<file path="config.mk">
export PLATFORM = sky130hd
export DESIGN_NAME = serial_command_motor_drive
export DESIGN_NICKNAME = d
export VERILOG_FILES = /design/src/hw/rtl/scmd_pkg.sv /design/src/hw/rtl/serial_command_motor_drive.sv
export SDC_FILE = /design/constraint.sdc
export NUM_CORES = 1
export LEC_CHECK = 0
export BUFFER_PORTS_ARGS = -buffer_cell sky130_fd_sc_hd__clkbuf_2
export CAP_MARGIN = 20
export CORE_MARGIN = 5
export CORE_UTILIZATION = 45
export DETAILED_ROUTE_END_ITERATION = 12
export GPL_ROUTABILITY_DRIVEN = 1
export GPL_TIMING_DRIVEN = 0
export PLACE_DENSITY = 0.68
export SLEW_MARGIN = 20
export SYNTH_ARGS = -nofsm -noshare
export SYNTH_HDL_FRONTEND = slang
export SYNTH_SLANG_ARGS = --single-unit
</file>
<file path="constraint.sdc">
create_clock -name clk -period 8.9 [get_ports clk]
set_input_delay 0.445 -clock clk [delete_from_list [all_inputs] [get_ports clk]]
set_output_delay 0.445 -clock clk [all_outputs]
set_load 0.01 [all_outputs]
</file>
<file path="src/hw/rtl/scmd_pkg.sv">
// Shared constants for the serial command motor drive: frame geometry, codes and port widths.
package scmd_pkg;

    // Frame store depth in bytes (valid range 3 to 8).
    localparam int FRAME_BYTES = 8;
    localparam int CNT_W       = $clog2(FRAME_BYTES);

    // Length field of the first frame byte and the width used to compare against it.
    localparam int LEN_W = 3;
    localparam int CMP_W = LEN_W + 1;

    // Stream payload widths.
    localparam int S_TDATA_W = 16;
    localparam int S_TUSER_W = 1;
    localparam int M_TDATA_W = 24;

    // Configuration port widths.
    localparam int CFG_IDX_W  = 2;
    localparam int CFG_DATA_W = 16;

    // Configuration register indexes.
    localparam logic [CFG_IDX_W-1:0] REG_MAX_DUTY     = 2'd0;
    localparam logic [CFG_IDX_W-1:0] REG_DEAD_TICKS   = 2'd1;
    localparam logic [CFG_IDX_W-1:0] REG_SPEED_OPCODE = 2'd2;

    // Register reset values.
    localparam logic [7:0]  MAX_DUTY_RST     = 8'd100;
    localparam logic [15:0] DEAD_TICKS_RST   = 16'd2;
    localparam logic [7:0]  SPEED_OPCODE_RST = 8'h0A;

    // Input word kinds carried on tuser.
    localparam logic OP_BYTE = 1'b0;
    localparam logic OP_TICK = 1'b1;

    // Direction bit codes.
    localparam logic [3:0] DIR_LEFT_REV  = 4'h1;
    localparam logic [3:0] DIR_LEFT_FWD  = 4'h2;
    localparam logic [3:0] DIR_RIGHT_FWD = 4'h4;
    localparam logic [3:0] DIR_RIGHT_REV = 4'h8;

endpackage

</file>
<file path="src/hw/rtl/serial_command_motor_drive.sv">
// Top level of the serial command motor drive: frame assembly, speed decode and dead time.
//
// The block takes one input word per cycle and returns exactly one result word for each,
// registered in the cycle after acceptance; all decoding is a single pass of short logic from the
// held state into the result register, so back-to-back input words are accepted as long
// as the result register is empty or is being drained in the same cycle. An input word
// is either a received serial byte (tuser low) or a time tick (tuser high). Bytes with a
// framing error are dropped. Other bytes fill a frame whose first byte gives, in its low
// three bits, how many more bytes follow; a frame also closes when the store is full.
// A closed frame whose first byte equals speed_opcode carries signed left and right
// speeds in bytes one and two. Each speed becomes a forward/reverse pair and a magnitude
// clipped to max_duty. When the direction pair changes and dead_ticks is nonzero, both
// duties drop to zero for dead_ticks ticks, after which the new pair and duties take
// effect on the tick that ends the dead time; a frame closing during the dead time
// replaces the pending values without restarting the count. Each result word reports
// the duties, direction bits, a dead time flag and whether this word applied a speed
// frame. Configuration writes take effect at the clock edge where cfg_we is high.
module serial_command_motor_drive (
    input  logic                                clk,
    input  logic                                rst_n,
    // Configuration write port.
    input  logic                                cfg_we,
    input  logic [scmd_pkg::CFG_IDX_W-1:0]      cfg_index,
    input  logic [scmd_pkg::CFG_DATA_W-1:0]     cfg_wdata,
    // Input stream.
    input  logic                                s_tvalid,
    output logic                                s_tready,
    input  logic [scmd_pkg::S_TDATA_W-1:0]      s_tdata,  // rx_byte[7:0], framing_error[8]
    input  logic [scmd_pkg::S_TUSER_W-1:0]      s_tuser,  // opcode[0]
    // Result stream.
    output logic                                m_tvalid,
    input  logic                                m_tready,
    // left_duty[7:0], right_duty[15:8], direction_bits[19:16],
    // dead_time_active[20], command_applied[21]
    output logic [scmd_pkg::M_TDATA_W-1:0]      m_tdata
);
    import scmd_pkg::*;

    // Configuration registers.
    logic [7:0]  max_duty_reg;
    logic [15:0] dead_ticks_reg;
    logic [7:0]  speed_opcode_reg;

    // Frame store; entries have no reset, and a short frame can read entries never written.
    logic [7:0] frame_store_reg [FRAME_BYTES];

    // Control and drive state.
    logic [CNT_W-1:0] byte_count_reg,        byte_count_next;
    logic [3:0]       drive_direction_reg,   drive_direction_next;
    logic [7:0]       left_level_reg,        left_level_next;
    logic [7:0]       right_level_reg,       right_level_next;
    logic [3:0]       pending_direction_reg, pending_direction_next;
    logic [7:0]       pending_left_reg,      pending_left_next;
    logic [7:0]       pending_right_reg,     pending_right_next;
    logic [15:0]      dead_counter_reg,      dead_counter_next;

    // Result register.
    logic                 m_tvalid_reg, m_tvalid_next;
    logic [M_TDATA_W-1:0] m_tdata_reg,  m_tdata_next;

    logic       accept;
    logic       in_opcode;
    logic [7:0] in_byte;
    logic       in_ferr;
    logic       byte_ok;
    logic [7:0] fs0, fs1, fs2;
    logic [CNT_W:0] held;
    logic       frame_done;
    logic       speed_frame;
    logic       applied;
    logic       l_neg, r_neg;
    logic [7:0] l_mag, r_mag;
    logic [3:0] new_dir;

    // Two's complement magnitude, then clipped; -128 comes out as 128 before the clip.
    function automatic logic [7:0] clip_mag(input logic [7:0] raw, input logic [7:0] top);
        logic [7:0] mag;
        mag = raw[7] ? (8'd0 - raw) : raw;
        return (mag > top) ? top : mag;
    endfunction

    assign s_tready  = !m_tvalid_reg || m_tready;
    assign accept    = s_tvalid && s_tready;
    assign in_opcode = s_tuser[0];
    assign in_byte   = s_tdata[7:0];
    assign in_ferr   = s_tdata[8];
    assign byte_ok   = accept && (in_opcode == OP_BYTE) && !in_ferr;

    // The byte arriving now is forwarded over the store entry it is about to fill.
    assign fs0 = (byte_count_reg == CNT_W'(0)) ? in_byte : frame_store_reg[0];
    assign fs1 = (byte_count_reg == CNT_W'(1)) ? in_byte : frame_store_reg[1];
    assign fs2 = (byte_count_reg == CNT_W'(2)) ? in_byte : frame_store_reg[2];

    assign held       = {1'b0, byte_count_reg} + (CNT_W+1)'(1);
    assign frame_done = (CMP_W'(held) > CMP_W'(fs0[LEN_W-1:0]))
                     || (held >= (CNT_W+1)'(FRAME_BYTES));
    assign speed_frame = frame_done && (fs0 == speed_opcode_reg);
    assign applied     = byte_ok && speed_frame;

    assign l_neg   = fs1[7];
    assign r_neg   = fs2[7];
    assign l_mag   = clip_mag(fs1, max_duty_reg);
    assign r_mag   = clip_mag(fs2, max_duty_reg);
    assign new_dir = (l_neg ? DIR_LEFT_REV : DIR_LEFT_FWD) | (r_neg ? DIR_RIGHT_REV : DIR_RIGHT_FWD);

    always_comb
    begin
        byte_count_next        = byte_count_reg;
        drive_direction_next   = drive_direction_reg;
        left_level_next        = left_level_reg;
        right_level_next       = right_level_reg;
        pending_direction_next = pending_direction_reg;
        pending_left_next      = pending_left_reg;
        pending_right_next     = pending_right_reg;
        dead_counter_next      = dead_counter_reg;

        if (accept && (in_opcode == OP_TICK))
        begin
            if (dead_counter_reg != 16'd0)
            begin
                dead_counter_next = dead_counter_reg - 16'd1;
                // The tick that ends the dead time shows the pending values at once.
                if (dead_counter_reg == 16'd1)
                begin
                    drive_direction_next = pending_direction_reg;
                    left_level_next      = pending_left_reg;
                    right_level_next     = pending_right_reg;
                end
            end
        end
        else if (byte_ok)
        begin
            byte_count_next = frame_done ? CNT_W'(0) : held[CNT_W-1:0];
            if (speed_frame)
            begin
                priority if (dead_counter_reg != 16'd0)
                begin
                    // Replace what waits; the count keeps running.
                    pending_direction_next = new_dir;
                    pending_left_next      = l_mag;
                    pending_right_next     = r_mag;
                end
                else if ((new_dir != drive_direction_reg) && (dead_ticks_reg != 16'd0))
                begin
                    pending_direction_next = new_dir;
                    pending_left_next      = l_mag;
                    pending_right_next     = r_mag;
                    left_level_next        = 8'd0;
                    right_level_next       = 8'd0;
                    dead_counter_next      = dead_ticks_reg;
                end
                else
                begin
                    drive_direction_next = new_dir;
                    left_level_next      = l_mag;
                    right_level_next     = r_mag;
                end
            end
        end
    end

    always_comb
    begin
        m_tdata_next  = m_tdata_reg;
        m_tvalid_next = m_tvalid_reg;
        if (accept)
        begin
            m_tvalid_next = 1'b1;
            m_tdata_next  = M_TDATA_W'({applied, (dead_counter_next != 16'd0),
                                        drive_direction_next, right_level_next,
                                        left_level_next});
        end
        else if (m_tready)
        begin
            m_tvalid_next = 1'b0;
        end
    end

    assign m_tvalid = m_tvalid_reg;
    assign m_tdata  = m_tdata_reg;

    // Frame store write: one byte at the current fill position.
    always_ff @(posedge clk)
    begin
        if (byte_ok)
        begin
            frame_store_reg[byte_count_reg] <= in_byte;
        end
    end

    // Result payload needs no reset; it is qualified by m_tvalid.
    always_ff @(posedge clk)
    begin
        m_tdata_reg <= m_tdata_next;
    end

    always_ff @(posedge clk or negedge rst_n)
    begin
        if (!rst_n)
        begin
            max_duty_reg          <= MAX_DUTY_RST;
            dead_ticks_reg        <= DEAD_TICKS_RST;
            speed_opcode_reg      <= SPEED_OPCODE_RST;
            byte_count_reg        <= '0;
            drive_direction_reg   <= '0;
            left_level_reg        <= '0;
            right_level_reg       <= '0;
            pending_direction_reg <= '0;
            pending_left_reg      <= '0;
            pending_right_reg     <= '0;
            dead_counter_reg      <= '0;
            m_tvalid_reg          <= 1'b0;
        end
        else
        begin
            if (cfg_we)
            begin
                unique case (cfg_index)
                    REG_MAX_DUTY:     max_duty_reg     <= cfg_wdata[7:0];
                    REG_DEAD_TICKS:   dead_ticks_reg   <= cfg_wdata[15:0];
                    REG_SPEED_OPCODE: speed_opcode_reg <= cfg_wdata[7:0];
                    default:          ;
                endcase
            end
            byte_count_reg        <= byte_count_next;
            drive_direction_reg   <= drive_direction_next;
            left_level_reg        <= left_level_next;
            right_level_reg       <= right_level_next;
            pending_direction_reg <= pending_direction_next;
            pending_left_reg      <= pending_left_next;
            pending_right_reg     <= pending_right_next;
            dead_counter_reg      <= dead_counter_next;
            m_tvalid_reg          <= m_tvalid_next;
        end
    end

    // During dead time both duties are held at zero.
    a_dead_zero: assert property (@(posedge clk) disable iff (!rst_n)
        (dead_counter_reg != 16'd0) |-> (left_level_reg == 8'd0 && right_level_reg == 8'd0))
        else $error("duty nonzero during dead time");

    // The fill position never reaches the store depth.
    a_count_range: assert property (@(posedge clk) disable iff (!rst_n)
        ({1'b0, byte_count_reg} < (CNT_W+1)'(FRAME_BYTES)))
        else $error("byte count out of range");

    // The tick that ends the dead time applies the pending direction.
    a_dead_end: assert property (@(posedge clk) disable iff (!rst_n)
        (accept && in_opcode == OP_TICK && dead_counter_reg == 16'd1)
        |=> (drive_direction_reg == $past(pending_direction_reg)))
        else $error("pending direction not applied at end of dead time");

    // A dead period starts only from a speed frame.
    a_dead_start: assert property (@(posedge clk) disable iff (!rst_n)
        $rose(dead_counter_reg != 16'd0) |-> $past(applied))
        else $error("dead time started without a speed frame");

endmodule

</file>
# After elaboration in Yosys (flattened, before gate mapping)
# Memory sizes are Yosys's and may differ from the RTL's.
# Index checks and enable logic that the tools add are counted.
# word_totals
reg_bits	114
latch_bits	0
ram_bits	64
romBits	0
input_bits	40
output_inout_bits	26
mem_count	1
# mem_list
memory	words	width	read_ports	rd_ports_with_merged_regs	wr	line	source
frame_store_reg	8	8	3	0	1	serial_command_motor_drive.sv:45	logic [7:0] frame_store_reg [FRAME_BYTES];
# op_classes
addsub	4
multipliers	0
n_div	0
order_cmp	4
n_eq_ne	7
shift	0
mux	47
n_bitwise	3
n_reduce_logical	23
# ops
cell	count
$mux W8	25
$mux W16	6
$reduce_bool A16 Y1	3
$mux W4	10
$eq A16 B1 Y1 const B	1
$gt A8 B8 Y1	2
$sub A1 B8 Y8 const A	2
$sub A16 B1 Y16 const B	1
$eq A8 B8 Y1	1
$reduce_and A2 Y1	4
$logic_and A1 B1 Y1	7
$add A3 B1 Y4 const B	1
$ge A4 B4 Y1 const B	1
$gt A4 B3 Y1	1
$mux W1	4
$ne A4 B4 Y1	1
$or A2 B4 Y4	1
$reduce_and A4 Y1	1
$reduce_bool A2 Y1	2
$eq A3 B1 Y1 const B	1
$eq A3 B2 Y1 const B	1
$logic_not A3 Y1	1
$mux W3	1
$eq A2 B1 Y1 const B	1
6 further kinds	9

# Longest topological paths before layout
# logic_depth
ltp_word	12
depth_mapped	18
depth_no_buf	17

# Least setup slack after synthesis
# No wires, ideal clock.
# synth_timing
kind	reg2reg
start	register byte_count_reg[0]
end	register m_tdata_reg[20] (netlist: m_tdata[20]) (data pin)
setup_time_ns	0.272
arrival_time_ns	3.627
path_slack_ns	5.001
path_stages_with_launch	16
period_less_slack_ns	3.899
cell_sequence	dfrtp_1 > inv_1 > ha_1 > nand2b_4 > buf_6 > mux2i_1 > ha_1 > a211o_1 > a21boi_0 > nor4_4 > nand4b_4 > buf_6 > o22ai_1 > a31o_2 > or4_1 > or4_1
# synth_between
elab_chain_cells	12
# synth_lines
element	line	source
start: declaration	serial_command_motor_drive.sv:48	logic [CNT_W-1:0] byte_count_reg, byte_count_next;
start signal: assignment	serial_command_motor_drive.sv:225	byte_count_reg <= byte_count_next;
$eq A3 B1 Y1 / $eq A3 B2 Y1 (equally long branches)	serial_command_motor_drive.sv:91, serial_command_motor_drive.sv:92	
$mux W8 (on tied branches)	serial_command_motor_drive.sv:91, serial_command_motor_drive.sv:92	
$mux W2 / $mux W4 (equally long branches)	serial_command_motor_drive.sv:104	assign new_dir = (l_neg ? DIR_LEFT_REV : DIR_LEFT_FWD) | (r_neg ? DIR_RIGHT_REV : DIR_RIGHT_FWD);
$or A2 B4 Y4	serial_command_motor_drive.sv:104	
$ne A4 B4 Y1	serial_command_motor_drive.sv:143	else if ((new_dir != drive_direction_reg) && (dead_ticks_reg != 16'd0))
$logic_and A1 B1 Y1	serial_command_motor_drive.sv:143	
$mux W16	serial_command_motor_drive.sv:143	
$mux W16	serial_command_motor_drive.sv:136	priority if (dead_counter_reg != 16'd0)
$mux W16 (*)	serial_command_motor_drive.sv:134	if (speed_frame)
$mux W16 (*)	serial_command_motor_drive.sv:131	else if (byte_ok)
$mux W16 (*)	serial_command_motor_drive.sv:117	if (accept && (in_opcode == OP_TICK))
via dead_counter_next[1]	serial_command_motor_drive.sv:55	logic [15:0] dead_counter_reg, dead_counter_next;
$reduce_bool A16 Y1 (*)	serial_command_motor_drive.sv:169	m_tdata_next = M_TDATA_W'({applied, (dead_counter_next != 16'd0),
end signal: assignment	serial_command_motor_drive.sv:194	m_tdata_reg <= m_tdata_next;
end: declaration	serial_command_motor_drive.sv:59	logic [M_TDATA_W-1:0] m_tdata_reg, m_tdata_next;
# Mark *: on every way through the listed nets, which the timed path passes. The rest lies on a longest branch.
# A chain may end at the register's enable or synchronous reset.

# Worst setup path after layout
# Ends and elaborated chain as after synthesis.

==> impl_metrics.env <==
export IMPL_path_cells="inv_1 > ha_1 > nand2b_4 > buf_6 > mux2i_1 > ha_1 > a211o_1 > a21boi_0 > nor4_4 > nand4b_4 > buf_6 > buf_4 > a21oi_1 > or4_1 > or4_1"
export IMPL_slew_headroom_pct=36.3
export IMPL_path_max_fanout=10
export IMPL_drt_met1_wl_um=7580
export IMPL_holdPathEnd="dead_ticks_reg[15]"
export IMPL_endpoint_kind="flop"
export IMPL_maxCapViolations=0
export IMPL_hold_depth=2
export IMPL_htree_levels=4
export IMPL_p_sw_uw=782
export IMPL_path_delay_family="simple AND/OR/NAND/NOR gates"
export IMPL_grt_pass1_wl_um=26500
export IMPL_start_util_pct=46.3
export IMPL_die_area_um2=18400
export IMPL_tightest_slew_ps=947
export IMPL_slew_viol_final=0
export IMPL_wirelength_um=16800
export IMPL_syn_inst=640
export IMPL_ir_drop_v=0.000176
export IMPL_gp_congestion=0.885
export IMPL_crit_required_ps=9060
export IMPL_grt_pass1_vias=5124
export IMPL_switching_share_pct=35.0
export IMPL_die_h_um=136
export IMPL_multi_input_area_um2=3200
export IMPL_crit_path_top_delay_cell="a21boi_0"
export IMPL_leakagePower_nw=3.68
export IMPL_synth_edf_count=46
export IMPL_track_usage_pct=18.9
export IMPL_vias=5158
export IMPL_final_core_util_pct=54.2
export IMPL_power_frac_seq_pct=37.1
export IMPL_numCtsBuffers=17
export IMPL_wl_met2_um=8120
export IMPL_fmax_ghz=0.210
export IMPL_antenna_found_initial=0
export IMPL_hold_start="cfg_wdata[15]"
export IMPL_syn2layout_area_growth_pct=17.0
export IMPL_grt_overflow=0
export IMPL_wire_per_inst_um=17.8
export IMPL_clockPowerShare_pct=30.6
export IMPL_yosysWarningCount=0
export IMPL_reg2regPathDepth=15
export IMPL_regArea_um2=3690
export IMPL_synth_yosys_seq_area_share_pct=52.1
export IMPL_ys_top_cells_by_area="dfrtp_1 (30%), edfxtp_1 (19%), mux2i_1 (4.9%), ha_1 (4.8%), mux2_2 (4.3%)"
export IMPL_cts_resized=0
export IMPL_powerDensity_nw_per_um2=270
export IMPL_cts_sinks=138
export IMPL_rsz0062_at_grt="no"
export IMPL_startpoint="byte_count_reg[0]"
export IMPL_fp_dieW_um=136
export IMPL_dr_first_iter_drc_count=395
export IMPL_synth_top_cell_area_share_pct=30.4
export IMPL_final_nets=786
export IMPL_ctsRootBufferMaster="clkbuf_16"
export IMPL_pre_cts_ws_ps=4240
export IMPL_r2r_end="m_tdata[20]"
export IMPL_firstDrtPassIters=7
export IMPL_fp_coreArea_um2=15300
export IMPL_antenna_cells=0
export IMPL_fin_setup_tns_ps=0
export IMPL_synthArstFlopShare_pct=66.7
export IMPL_fin_ws_ps=4150
export IMPL_skew_ps=9.78
export IMPL_fin_crit_sh_pct=53.4
export IMPL_path_clk_slew_ps=60
export IMPL_largest_reg_flops=24
export IMPL_r2r_start="byte_count_reg[0]"
export IMPL_final_antenna_net_count=0
export IMPL_p_comb_share_pct=32.3
export IMPL_cp_buffers_inverters=4
export IMPL_critPathKind="reg -> reg"
export IMPL_cts_tree="done"
export IMPL_post_route_drc_count=0
export IMPL_avgSynthCellArea_um2=11.1
export IMPL_grt_max_degree=69
export IMPL_pin_count=66
export IMPL_dr_max_layer_used="met4"
export IMPL_viasPerCell=5.47
export IMPL_min_path_type="in -> reg"
export IMPL_portBuffers=56
export IMPL_worstPathArrival_ps=4920
export IMPL_power_mw=2.24
export IMPL_critPathMaxStageDelay_ps=740
export IMPL_finalHoldViolCount=0
export IMPL_dp_hpwl_um=12700
export IMPL_r2r_slack_ps=4150
export IMPL_syn_area_um2=7090
export IMPL_fill_cells=1374
export IMPL_period_minus_slack_ps=4750
export IMPL_startpoint_type="flop"
export IMPL_outcome="finished clean"
export IMPL_p_int_mw=1.45
export IMPL_synth_top_cell_by_area="dfrtp_1"
export IMPL_yosys_register_bits=138
export IMPL_wl_met3_um=875
export IMPL_rows=45
export IMPL_drive_gt1_share_pct=21.9
export IMPL_setup_violations=0
export IMPL_synth_main_ff_cell="dfrtp_1"
export IMPL_ys_types=65
export IMPL_clock_latency_ps=430
export IMPL_clockBufferDepth=2
-- Yosys cell counts (all sizes together) (2+ instances only) --
master / number
buf: 9
and3: 7
ha: 27
nor2: 35
o21ai: 68
nor3b: 5
dfstp: 6
nor2b: 11
nand4: 3
inv: 24
and2: 18
o31ai: 2
nand2: 54
a31o: 2
o22ai: 2
nor4: 16
mux2i: 36
mux2: 28
nor3: 12
a22oi: 3
a21o: 2
o21a: 4
clkbuf: 13
or4: 5
or3: 2
and4: 2
a31oi: 4
dfrtp: 86
a21oi: 47
nand2b: 10
edfxtp: 46
nand3: 17
xnor2: 7
xor2: 11
nand3b: 2
-- per-stage QoR --
| step | instance area, um^2 | std cells | hold slack [ps] |
|---|---|---|---|
| final | 8300 | 943 | 248 |
| after global routing | 8300 | 943 | 240 |
| after CTS | 8300 | 943 | 232 |
| after detailed placement | 7710 | 910 | 348 |
| after global placement | 7640 | 908 | 454 |
| after floorplan | 7090 | 641 | 149 |
-- worst reg2reg max path: stages, from the launching register on --
cell	delay, ps
dfrtp_1	500
inv_1	180
ha_1	270
nand2b_4	80
buf_6	140
mux2i_1	210
ha_1	270
a211o_1	270
a21boi_0	740
nor4_4	90
nand4b_4	150
buf_6	160
buf_4	210
a21oi_1	110
or4_1	590
or4_1	530
-- worst max-delay path by stage --
| stage | endpoint | slack (ps) | cells past startpoint |
|---|---|---|---|
| after floorplan | m_tdata[20] | 5000 | 15 |
| after global placement | m_tdata[20] | 4370 | 15 |
| after detailed placement | m_tdata[20] | 4240 | 15 |
| after CTS | m_tdata[20] | 4210 | 15 |
| after global routing | m_tdata[7] | 3820 | 18 |
| final | m_tdata[20] | 4150 | 15 |
-- what timing repair did --
item                      4_1_cts  5_1_grt
hold buffers                    1        0
hold endpoints to repair       24        0
setup buffers                   0        0
-- final cells by class --
class	count	area share (%)
buffer	22	1.58
clock buffer	20	5.64
inverter	24	1.09
timing repair buffer	59	4.12
tap	211	3.18
multi-input combinational	457	38.6
clock inverter	12	1.34
sequential	138	44.5
-- kinds of logic (layout without fill, tap and decap cells) --
group | count (synthesis) | after routing | share of synthesized area [%]
simple gates | 203 | 203 | 16.5
compound gates | 143 | 143 | 11.5
flops | 138 | 138 | 52.1
mux | 64 | 64 | 9.76
buf+inv | 46 | 137 | 3.12
fa+ha+maj | 27 | 27 | 4.77
xor+xnor | 18 | 18 | 2.22
other cells | 1 | 2 | 0.0529
-- placed cells by master, fill, tap and decap left out, types with 6 or more instances in the layout --
| master | n |
|---|---|
| dfrtp_1 | 86 |
| o21ai_0 | 58 |
| clkbuf_2 | 55 |
| nand2_1 | 54 |
| a21oi_1 | 46 |
| edfxtp_1 | 46 |
| mux2i_1 | 35 |
| nor2_1 | 35 |
| mux2_2 | 27 |
| ha_1 | 27 |
| inv_1 | 23 |
| and2_1 | 18 |
| clkbuf_16 | 18 |
| nand3_1 | 17 |
| clkbuf_1 | 14 |
| xor2_1 | 11 |
| nor3_1 | 11 |
| nor2b_1 | 10 |
| nor4_1 | 9 |
| xnor2_1 | 7 |
| and3_1 | 7 |
| o21ai_1 | 7 |
| nand2b_1 | 6 |
| dfstp_2 | 6 |
-- per-layer routing --
| metal | global-route usage (%) | up-vias |
|---|---|---|
| met1 | 24.9 | 2506 |
| met4 | 7.11 | 0 |
| met2 | 30.3 | 146 |
| li1 | - | 2486 |
| met5 | 0 | - |
| met3 | 4.53 | 20 |
-- power by group through the flow --
stage	clock (mW)	combinational, mW	sequential [mW]
2_1_floorplan	0	0.531	0.817
3_3_place_gp	0	0.677	0.835
3_5_place_dp	0	0.711	0.839
4_1_cts	0.698	0.718	0.828
5_1_grt	0.725	0.790	0.841
6_report	0.685	0.722	0.830
No activity file was read; power rests on OpenSTA's default activity.
